==> config.mk <==
export PLATFORM = sky130hd
export DESIGN_NAME = periodic_measure_offload_sequencer_top
export DESIGN_NICKNAME = d
export VERILOG_FILES = /design/src/sv/pmos_pkg.sv /design/src/sv/pmos_csr.sv /design/src/sv/pmos_core.sv /design/src/sv/periodic_measure_offload_sequencer_top.sv
export VERILOG_INCLUDE_DIRS = /design/src /design/src/sv
export SDC_FILE = /design/constraint.sdc
export NUM_CORES = 2
export LEC_CHECK = 0
export BUFFER_PORTS_ARGS = -buffer_cell sky130_fd_sc_hd__buf_2
export CORE_UTILIZATION = 29
export CTS_BUF_LIST = sky130_fd_sc_hd__clkbuf_4 sky130_fd_sc_hd__clkbuf_8
export DETAILED_ROUTE_END_ITERATION = 10
export SYNTH_ARGS = -nofsm -noshare
export SYNTH_HDL_FRONTEND = slang
export SYNTH_SLANG_ARGS = --single-unit
export TNS_END_PERCENT = 10
==> constraint.sdc <==
create_clock -name clock -period 8.7 [get_ports clock]
set_clock_uncertainty 0.15 [all_clocks]
set_input_delay 0.435 -clock clock [delete_from_list [all_inputs] [get_ports clock]]
set_output_delay 0.435 -clock clock [all_outputs]
set_load 0.02 [all_outputs]
==> src/sv/periodic_measure_offload_sequencer_top_macros.svh <==
// assertion macros for the measure/offload sequencer
`ifndef PERIODIC_MEASURE_OFFLOAD_SEQUENCER_TOP_MACROS_SVH
`define PERIODIC_MEASURE_OFFLOAD_SEQUENCER_TOP_MACROS_SVH

// property that must hold at every clock edge outside reset
`define PMOS_CHECK(label, expr) \
   label: assert property (@(posedge clock) disable iff (reset) (expr)) \
      else $error("pmos check failed");

// property whose consequent must hold in the cycle after the antecedent
`define PMOS_CHECK_NEXT(label, pre, post) \
   label: assert property (@(posedge clock) disable iff (reset) (pre) |=> (post)) \
      else $error("pmos next-cycle check failed");

`endif

==> src/sv/pmos_pkg.sv <==
package pmos_pkg;

   // configuration register indexes
   localparam int unsigned CSR_IDX_W = 3;
   localparam logic [CSR_IDX_W-1:0] CSR_OFFLOAD_PERIOD = 3'd0;
   localparam logic [CSR_IDX_W-1:0] CSR_SAMPLE_RATE    = 3'd1;
   localparam logic [CSR_IDX_W-1:0] CSR_PROFILE_TIME   = 3'd2;
   localparam logic [CSR_IDX_W-1:0] CSR_REPLY_TIMEOUT  = 3'd3;
   localparam logic [CSR_IDX_W-1:0] CSR_SAMPLE_LIMIT   = 3'd4;

   // register reset values
   localparam logic [7:0]  REPLY_TIMEOUT_RESET = 8'd5;
   localparam logic [15:0] SAMPLE_LIMIT_RESET  = 16'd1;

   // command codes
   localparam logic [1:0] CMD_NONE        = 2'd0;
   localparam logic [1:0] CMD_GO_MEASURE  = 2'd1;
   localparam logic [1:0] CMD_GO_STANDBY  = 2'd2;
   localparam logic [1:0] CMD_OFFLOAD     = 2'd3;

   // outcome codes
   localparam logic [2:0] OUT_RUNNING         = 3'd0;
   localparam logic [2:0] OUT_DONE            = 3'd1;
   localparam logic [2:0] OUT_BAD_RATE        = 3'd2;
   localparam logic [2:0] OUT_BAD_DURATION    = 3'd3;
   localparam logic [2:0] OUT_PERIOD_TOO_LONG = 3'd4;
   localparam logic [2:0] OUT_NO_MEASURE_ACK  = 3'd5;
   localparam logic [2:0] OUT_NO_STANDBY_ACK  = 3'd6;
   localparam logic [2:0] OUT_OFFLOAD_FAILED  = 3'd7;

   // time constants
   localparam logic [31:0] MS_PER_S          = 32'd1000;
   localparam logic [31:0] MEASURE_MARGIN_MS = 32'd2000;

   // sequencer phases
   typedef enum logic [6:0] {
      PH_ENTRY           = 7'b0000001,
      PH_GO_MEASURE      = 7'b0000010,
      PH_CONFIRM_MEASURE = 7'b0000100,
      PH_MEASURE_WAIT    = 7'b0001000,
      PH_GO_STANDBY      = 7'b0010000,
      PH_CONFIRM_STANDBY = 7'b0100000,
      PH_OFFLOAD         = 7'b1000000
   } phase_type;

   typedef struct packed {
      logic [15:0] offload_period_s;
      logic [15:0] sample_rate_s;
      logic [31:0] profile_time_s;
      logic [7:0]  reply_timeout_s;
      logic [15:0] samples_per_period_limit;
   } cfg_type;

   typedef struct packed {
      logic        restart;
      logic        cancel;
      logic        measure_ack;
      logic        standby_ack;
      logic        offload_done;
      logic        offload_ok;
      logic [31:0] now_ms;
   } req_item_type;

   typedef struct packed {
      logic [1:0]  command;
      logic [15:0] command_period_s;
      logic        finished;
      logic [2:0]  outcome;
      logic        resume_pending;
      logic [15:0] period_count;
   } rsp_item_type;

endpackage

==> src/sv/pmos_csr.sv <==
module pmos_csr (
   input  logic                           clock,
   input  logic                           reset,
   input  logic                           csr_valid,
   output logic                           csr_ready,
   input  logic [pmos_pkg::CSR_IDX_W-1:0] csr_index,
   input  logic [31:0]                    csr_data,
   output pmos_pkg::cfg_type              cfg
);
   import pmos_pkg::*;

   cfg_type cfg_ff;
   cfg_type cfg_in;
   logic    csr_write;

   // writes are always taken
   assign csr_ready = 1'b1;
   assign csr_write = csr_valid & csr_ready;

   // register write decode, unknown indexes are dropped
   always_comb begin
      cfg_in = cfg_ff;
      if (csr_write) begin
         unique case (csr_index)
            CSR_OFFLOAD_PERIOD: cfg_in.offload_period_s = csr_data[15:0];
            CSR_SAMPLE_RATE:    cfg_in.sample_rate_s = csr_data[15:0];
            CSR_PROFILE_TIME:   cfg_in.profile_time_s = csr_data;
            CSR_REPLY_TIMEOUT:  cfg_in.reply_timeout_s = csr_data[7:0];
            CSR_SAMPLE_LIMIT:   cfg_in.samples_per_period_limit = csr_data[15:0];
            default:            cfg_in = cfg_ff;
         endcase
      end
   end

   always_ff @(posedge clock) begin
      if (reset) begin
         cfg_ff.offload_period_s         <= '0;
         cfg_ff.sample_rate_s            <= '0;
         cfg_ff.profile_time_s           <= '0;
         cfg_ff.reply_timeout_s          <= REPLY_TIMEOUT_RESET;
         cfg_ff.samples_per_period_limit <= SAMPLE_LIMIT_RESET;
      end else begin
         cfg_ff <= cfg_in;
      end
   end

   assign cfg = cfg_ff;

endmodule

==> src/sv/pmos_core.sv <==
module pmos_core (
   input  logic                   clock,
   input  logic                   reset,
   input  pmos_pkg::cfg_type      cfg,
   input  logic                   step_en,
   input  pmos_pkg::req_item_type item,
   output pmos_pkg::rsp_item_type rsp
);
   import pmos_pkg::*;

   // sequencer state
   phase_type   phase_ff,       phase_in;
   logic        retried_ff,     retried_in;
   logic [31:0] remaining_ff,   remaining_in;
   logic [15:0] cur_period_ff,  cur_period_in;
   logic [31:0] period_end_ff,  period_end_in;
   logic [31:0] reply_end_ff,   reply_end_in;
   logic        resume_ff,      resume_in;
   logic        measure_ack_ff, measure_ack_in;
   logic        standby_ack_ff, standby_ack_in;
   logic [15:0] periods_ff,     periods_in;

   phase_type   phase_cur;
   logic [31:0] reply_ms;
   logic [31:0] period_ms;
   logic [31:0] longest_s;
   logic [31:0] limit_s;
   logic [15:0] next_period_s;
   logic [31:0] period_take_s;

   // deadline reached when the signed difference is not negative
   function automatic logic deadline_hit(input logic [31:0] now, input logic [31:0] deadline);
      logic [31:0] diff;
      diff = now - deadline;
      return ~diff[31];
   endfunction

   // period length for the next go-measure, tail folded in, saturated
   function automatic logic [15:0] period_pick(input logic [15:0] offload_s,
                                               input logic [15:0] rate_s,
                                               input logic [31:0] remain_s);
      logic [16:0] p;
      logic [31:0] p32;
      logic [31:0] sel;
      logic        take_all;
      p = {1'b0, offload_s};
      if (p <= {1'b0, rate_s}) begin
         p = {1'b0, rate_s} + 17'd1;
      end
      p32 = {15'b0, p};
      take_all = (offload_s == 16'd0) || (remain_s <= p32) ||
                 ((remain_s - p32) <= {16'b0, rate_s});
      sel = take_all ? remain_s : p32;
      return (sel > 32'd65535) ? 16'hFFFF : sel[15:0];
   endfunction

   // arithmetic shared by the phases
   assign reply_ms      = {24'b0, cfg.reply_timeout_s} * MS_PER_S;
   assign period_ms     = {16'b0, cur_period_ff} * MS_PER_S;
   assign longest_s     = (cfg.offload_period_s == 16'd0) ? cfg.profile_time_s
                                                          : {16'b0, cfg.offload_period_s};
   assign limit_s       = {16'b0, cfg.samples_per_period_limit} * {16'b0, cfg.sample_rate_s};
   assign next_period_s = period_pick(cfg.offload_period_s, cfg.sample_rate_s, remaining_ff);
   assign period_take_s = (remaining_ff < {16'b0, cur_period_ff}) ? remaining_ff
                                                                 : {16'b0, cur_period_ff};

   // one poll: next state and result
   always_comb begin
      phase_cur      = item.restart ? PH_ENTRY : phase_ff;
      phase_in       = phase_cur;
      retried_in     = retried_ff;
      remaining_in   = remaining_ff;
      cur_period_in  = cur_period_ff;
      period_end_in  = period_end_ff;
      reply_end_in   = reply_end_ff;
      resume_in      = resume_ff;
      measure_ack_in = measure_ack_ff | item.measure_ack;
      standby_ack_in = standby_ack_ff | item.standby_ack;
      periods_in     = periods_ff;

      rsp.command          = CMD_NONE;
      rsp.command_period_s = '0;
      rsp.finished         = 1'b0;
      rsp.outcome          = OUT_RUNNING;

      if (item.cancel) begin
         // cancel: no more measuring, route to a final standby and offload
         resume_in    = 1'b0;
         remaining_in = '0;
         if (phase_cur != PH_OFFLOAD && phase_cur != PH_GO_STANDBY &&
             phase_cur != PH_CONFIRM_STANDBY) begin
            retried_in = 1'b0;
            phase_in   = PH_GO_STANDBY;
         end
      end else begin
         unique case (phase_cur)
            PH_GO_MEASURE: begin
               cur_period_in        = next_period_s;
               measure_ack_in       = 1'b0;
               standby_ack_in       = 1'b0;
               rsp.command          = CMD_GO_MEASURE;
               rsp.command_period_s = next_period_s;
               reply_end_in         = item.now_ms + reply_ms;
               phase_in             = PH_CONFIRM_MEASURE;
            end
            PH_CONFIRM_MEASURE: begin
               if (measure_ack_in) begin
                  retried_in    = 1'b0;
                  period_end_in = item.now_ms + period_ms + MEASURE_MARGIN_MS;
                  phase_in      = PH_MEASURE_WAIT;
               end else if (deadline_hit(item.now_ms, reply_end_ff)) begin
                  if (!retried_ff) begin
                     retried_in = 1'b1;
                     phase_in   = PH_GO_MEASURE;
                  end else begin
                     retried_in   = 1'b0;
                     rsp.finished = 1'b1;
                     rsp.outcome  = OUT_NO_MEASURE_ACK;
                  end
               end
            end
            PH_MEASURE_WAIT: begin
               if (deadline_hit(item.now_ms, period_end_ff)) begin
                  remaining_in = remaining_ff - period_take_s;
                  resume_in    = (remaining_ff != period_take_s);
                  phase_in     = PH_GO_STANDBY;
               end
            end
            PH_GO_STANDBY: begin
               standby_ack_in = 1'b0;
               rsp.command    = CMD_GO_STANDBY;
               reply_end_in   = item.now_ms + reply_ms;
               phase_in       = PH_CONFIRM_STANDBY;
            end
            PH_CONFIRM_STANDBY: begin
               if (standby_ack_in) begin
                  retried_in  = 1'b0;
                  periods_in  = periods_ff + 16'd1;
                  rsp.command = CMD_OFFLOAD;
                  phase_in    = PH_OFFLOAD;
               end else if (deadline_hit(item.now_ms, reply_end_ff)) begin
                  if (!retried_ff) begin
                     retried_in = 1'b1;
                     phase_in   = PH_GO_STANDBY;
                  end else begin
                     retried_in   = 1'b0;
                     rsp.finished = 1'b1;
                     rsp.outcome  = OUT_NO_STANDBY_ACK;
                  end
               end
            end
            PH_OFFLOAD: begin
               if (item.offload_done) begin
                  if (!item.offload_ok) begin
                     rsp.finished = 1'b1;
                     rsp.outcome  = OUT_OFFLOAD_FAILED;
                  end else if (!resume_ff) begin
                     rsp.finished = 1'b1;
                     rsp.outcome  = OUT_DONE;
                  end else begin
                     phase_in = PH_GO_MEASURE;
                  end
               end
            end
            default: begin
               // entry: check settings and load the time owed
               if (cfg.sample_rate_s == 16'd0) begin
                  rsp.finished = 1'b1;
                  rsp.outcome  = OUT_BAD_RATE;
               end else if (cfg.profile_time_s == 32'd0) begin
                  rsp.finished = 1'b1;
                  rsp.outcome  = OUT_BAD_DURATION;
               end else if (longest_s > limit_s) begin
                  rsp.finished = 1'b1;
                  rsp.outcome  = OUT_PERIOD_TOO_LONG;
               end else begin
                  remaining_in = cfg.profile_time_s;
                  resume_in    = 1'b0;
                  retried_in   = 1'b0;
                  periods_in   = '0;
                  phase_in     = PH_GO_MEASURE;
               end
            end
         endcase
      end

      rsp.resume_pending = resume_in;
      rsp.period_count   = periods_in;
   end

   // state update once per processed item
   always_ff @(posedge clock) begin
      if (reset) begin
         phase_ff       <= PH_ENTRY;
         retried_ff     <= 1'b0;
         remaining_ff   <= '0;
         cur_period_ff  <= '0;
         period_end_ff  <= '0;
         reply_end_ff   <= '0;
         resume_ff      <= 1'b0;
         measure_ack_ff <= 1'b0;
         standby_ack_ff <= 1'b0;
         periods_ff     <= '0;
      end else if (step_en) begin
         phase_ff       <= phase_in;
         retried_ff     <= retried_in;
         remaining_ff   <= remaining_in;
         cur_period_ff  <= cur_period_in;
         period_end_ff  <= period_end_in;
         reply_end_ff   <= reply_end_in;
         resume_ff      <= resume_in;
         measure_ack_ff <= measure_ack_in;
         standby_ack_ff <= standby_ack_in;
         periods_ff     <= periods_in;
      end
   end

endmodule

==> src/sv/periodic_measure_offload_sequencer_top.sv <==
// An item waits in the input register until the result slot frees. Throughput: one
// item per cycle unless the output stalls; the poll step is one pass between the item
// register and the result register, so the sequencer state is ready for the next
// item. A result waiting on a stalled output still lets one further item be taken.
// Reset (synchronous, active high) returns the sequencer to its entry phase,
// empties both registers and restores the configuration defaults.
`include "periodic_measure_offload_sequencer_top_macros.svh"

module periodic_measure_offload_sequencer_top (
   input  logic                           clock,
   input  logic                           reset,
   input  logic                           req_valid,
   output logic                           req_stall,
   input  pmos_pkg::req_item_type         req_item,
   output logic                           rsp_valid,
   input  logic                           rsp_stall,
   output pmos_pkg::rsp_item_type         rsp_item,
   input  logic                           csr_valid,
   output logic                           csr_ready,
   input  logic [pmos_pkg::CSR_IDX_W-1:0] csr_index,
   input  logic [31:0]                    csr_data
);
   import pmos_pkg::*;

   cfg_type      cfg;
   req_item_type in_item_ff;
   logic         in_valid_ff, in_valid_in;
   rsp_item_type step_rsp;
   rsp_item_type rsp_item_ff;
   logic         rsp_valid_ff, rsp_valid_in;
   logic         req_accept;
   logic         advance;

   pmos_csr u_csr (
      .clock     (clock),
      .reset     (reset),
      .csr_valid (csr_valid),
      .csr_ready (csr_ready),
      .csr_index (csr_index),
      .csr_data  (csr_data),
      .cfg       (cfg)
   );

   pmos_core u_core (
      .clock   (clock),
      .reset   (reset),
      .cfg     (cfg),
      .step_en (advance),
      .item    (in_item_ff),
      .rsp     (step_rsp)
   );

   // item moves from input register to result register when the result slot frees
   assign advance    = in_valid_ff & (~rsp_valid_ff | ~rsp_stall);
   assign req_stall  = in_valid_ff & ~advance;
   assign req_accept = req_valid & ~req_stall;

   always_comb begin
      in_valid_in = in_valid_ff;
      if (req_accept) begin
         in_valid_in = 1'b1;
      end else if (advance) begin
         in_valid_in = 1'b0;
      end
   end

   always_comb begin
      rsp_valid_in = rsp_valid_ff & rsp_stall;
      if (advance) begin
         rsp_valid_in = 1'b1;
      end
   end

   // control flags
   always_ff @(posedge clock) begin
      if (reset) begin
         in_valid_ff  <= 1'b0;
         rsp_valid_ff <= 1'b0;
      end else begin
         in_valid_ff  <= in_valid_in;
         rsp_valid_ff <= rsp_valid_in;
      end
   end

   // payload registers
   always_ff @(posedge clock) begin
      if (req_accept) begin
         in_item_ff <= req_item;
      end
      if (advance) begin
         rsp_item_ff <= step_rsp;
      end
   end

   assign rsp_valid = rsp_valid_ff;
   assign rsp_item  = rsp_item_ff;

   // finished and a nonzero outcome go together
   `PMOS_CHECK(a_fin_outcome, !rsp_valid_ff || (rsp_item_ff.finished == (rsp_item_ff.outcome != OUT_RUNNING)))
   // a period length only rides with go-measure
   `PMOS_CHECK(a_period_cmd, !rsp_valid_ff || rsp_item_ff.command == CMD_GO_MEASURE || rsp_item_ff.command_period_s == 16'd0)
   // a processed item always lands in the result register
   `PMOS_CHECK_NEXT(a_advance_lands, advance, rsp_valid_ff)
   // a held item is not dropped from the input register
   `PMOS_CHECK_NEXT(a_hold_item, in_valid_ff && !advance, in_valid_ff)

endmodule
==> run summary <==
starting density of the core -> 29.2%
Gate power share -> 22.9%
Distinct cells, synth -> 87
clock share of power -> 41.8%
clock tree buffer depth -> 3
FMAX -> 117 MHz
Post-synth EDFFs -> 77
DRT Pass-1 Iters -> 6
Root Driver -> clkbuf_8
Hold Slack -> 145 ps
largest net degree at the start of global routing -> 76
area leader, netlist -> fa_1
drt drc -> 0
GR Util All Layers -> 16.9%
xor-xnor portion of the synthesized cell area -> 4.00%
final net count -> 4935
H-tree levels -> 2
fill count -> 11600
Finished Layout Cells -> 5709
Routed WL -> 97700 um
Leak Pwr -> 17.6 nW
worst path buffer plus inverter count -> 9
post-route worst setup slack -> 172 ps
DRT iter0 DRCs -> 1822
max_cap viols -> 0
Die Footprint -> 0.115 mm^2
global placer's final weighted congestion -> 0.896
cell area after layout -> 0.0390 mm^2
sequential area share after synthesis -> 21.0%
P_int -> 2.96 mW
RSZ-0062 raised after global routing -> yes
Post-Syn Area -> 0.0328 mm^2
Final ANT Viol Nets -> 0
status -> finished clean
first-pass GRT wire length -> 155000 um
Top delay family on crit path -> adder cells
syn avg cell area -> 8.48 um^2
type of the most critical hold path -> input port to flip-flop
routed via count -> 28300
Final Util -> 34.7%
TritonCTS clock tree -> yes
largest family of logic cells by synthesized area -> adder cells
maximum VDD drop -> 0.105 mV
Final Max Tran Viols -> 0
Synth Instances -> 3875
vias in the first global route -> 27500
WP data arrival -> 9020 ps
Main synth FF type -> dfxtp_1
top-area cell type share of the netlist area -> 16.7%
top-count cell post-synth -> nand2_1
# IOs -> 120
vias per cell -> 4.95
compound-cell area share of the yosys netlist -> 15.4%
dpl ws -> -445 ps
critical path type -> flip-flop to flip-flop
Switch Pwr -> 1.41 mW
WP data required -> 9190 ps
Worst slew margin -> 26.2%
final setup TNS -> 0 ps
P&R area growth vs syn -> 18.8%
synthesized flop and latch total -> 306
# setup viols final -> 0
CTS sink cnt -> 306
placed cells -> 5495
Tightest Pin Transition -> 1100 ps
max incr delay on CP -> 600 ps
synth top area cells -> fa_1 17%, ha_1 16%, dfxtp_1 14%
routed length per placed instance -> 17.1 um
Hold Violations, Final -> 0
worst-path maximum fanout -> 6
ratio of cells with drive above 1 in the final layout -> 14.3%
CP Launch Type -> flip-flop
dpl hpwl -> 76000 um
post-synthesis mux area share -> 1.23%
asr flop ratio synth -> 0%
# rows -> 123
Post-Synth Simple-Gate Area -> 18.0%
die height -> 339 um
Buffers on Ports -> 118
Die X -> 339 um
PwrDens -> 112 mW/mm^2
initial antenna violation count -> 2
Final min period -> 8530 ps
TritonCTS Buffers -> 61
CP most frequent cell -> fa_1
placed inst area -> 0.0360 mm^2
GR Overflow Total -> 0
Synth Area in Adders -> 33.0%
Post-synth top cells -> 524 x nand2_1, 463 x inv_1, 429 x ha_1
Net Sw Frac -> 32.2%
CP max stage cell -> or4_4
CP Capture Type -> flip-flop
Core Area -> 0.112 mm^2
syn_nets -> 4656
Skew-Pair Late Insertion Delay -> 770 ps
PnR Total Power -> 4.36 mW
Seq pwr share -> 35.4%
Warnings, synthesis -> 0
clock transition at the registers of the reported paths -> 70 ps
final worst-path cycle share -> 98.0%
==> final timing paths <==
check,start,to,slack (ps),depth (start not counted)
max,u_csr.cfg[62]$_SDFFE_PP0P_,u_core.remaining_ff[22]$_SDFFE_PP0P_,170,36
min,csr_index[1],u_csr.cfg[22]$_SDFFE_PP0P_,150,4
max reg2reg,u_csr.cfg[62]$_SDFFE_PP0P_,u_core.remaining_ff[22]$_SDFFE_PP0P_,170,36
min reg2reg,u_core.reply_end_ff[9]$_SDFFE_PP0P_,u_core.reply_end_ff[9]$_SDFFE_PP0P_,300,2
==> worst reg2reg max path, delay by kind of cell (launching register included) <==
kind,cells,cell delay [ps]
AO/OA/AOI/OAI,8,1400
XOR/XNOR,1,90
buffers and inverters,9,1070
AND/OR/NAND/NOR,10,1820
adder cells (fa/ha/maj),8,3570
flip-flops,1,360
==> layer usage <==
layer / vias to the layer above / GRT usage [%] / part of all wire [%] / wire, um
li1: 13700 / - / - / -
met1: 13700 / 23.4 / 46 / 45200
met2: 661 / 27.5 / 46 / 45000
met3: 137 / 2.13 / 4.9 / 4810
met4: 0 / 4.85 / 2.7 / 2650
met5: - / 0 / 0 / 0
==> power by group through the flow <==
stage          Combinational (mW)  Sequential [mW]  Clock (mW)
6_report                    0.997             1.54        1.82
5_1_grt                      1.10             1.55        1.93
4_1_cts                     0.976             1.54        1.87
3_5_place_dp                0.929             1.57           0
3_3_place_gp                0.917             1.58           0
2_1_floorplan               0.647             1.56           0
==> sequential cells by signal, indices dropped and copies added (netlist names) <==
signal and flops:
in_item_ff 38, rsp_item 39, u_core.periods_ff 16, u_core.resume_ff 1, u_core.period_end_ff 32, u_core.remaining_ff 32, u_core.retried_ff 1, u_core.measure_ack_ff 1
u_core.phase_ff 7, in_valid_ff 1, u_core.cur_period_ff 16, u_core.standby_ack_ff 1, u_core.reply_end_ff 32, u_csr.cfg 88, rsp_valid 1
==> area by class of cell <==
type | count | area (um^2) | area share [%]
clock buffers | 69 | 937 | 2.40
repair buffers | 377 | 2930 | 7.51
inverters | 465 | 1750 | 4.47
diodes | 2 | 5.00 | 0.0128
clock inverters | 47 | 536 | 1.37
flip-flops and latches | 306 | 6950 | 17.8
multi-input cells | 2943 | 24000 | 61.6
well taps | 1500 | 1880 | 4.81
==> cells by family (layout without fill, tap and decap cells) <==
logic type | Yosys count | count (layout)
multiplexers | 38 | 38
flip-flops | 306 | 306
buffers and inverters | 627 | 958
other | 1 | 3
XOR/XNOR | 150 | 150
AO/OA/AOI/OAI | 800 | 801
AND/OR/NAND/NOR | 1250 | 1250
adder cells (fa/ha/maj) | 703 | 703
==> cell usage in the layout (no fill, tap or decap), types with 23 or more instances in the layout <==
cell,instances
a211oi_1,32
a21o_1,92
a21oi_1,304
and2_1,140
and3_1,23
buf_2,119
buf_4,153
clkbuf_8,67
dfxtp_1,207
dlygate4sd3_1,75
edfxtp_1,77
fa_1,264
ha_1,413
inv_1,438
inv_2,26
nand2_1,517
nand2b_1,28
nand3_1,97
nand4_1,47
nor2_1,188
nor2b_1,23
nor3_1,65
nor4_1,27
o21a_1,30
o21ai_0,102
xnor2_1,90
xor2_1,60
==> repair_timing <==
item / 4_1_cts / 5_1_grt
setup endpoints to repair: 68 / 75
gates resized for setup: 43 / 156
endpoints found under the hold margin: 172 / 0
pin swaps: 26 / 124
cloned: 2 / 0
setup buffers: 4 / 17
hold buffers: 75 / 0
Power figures use the tool's default switching activity.
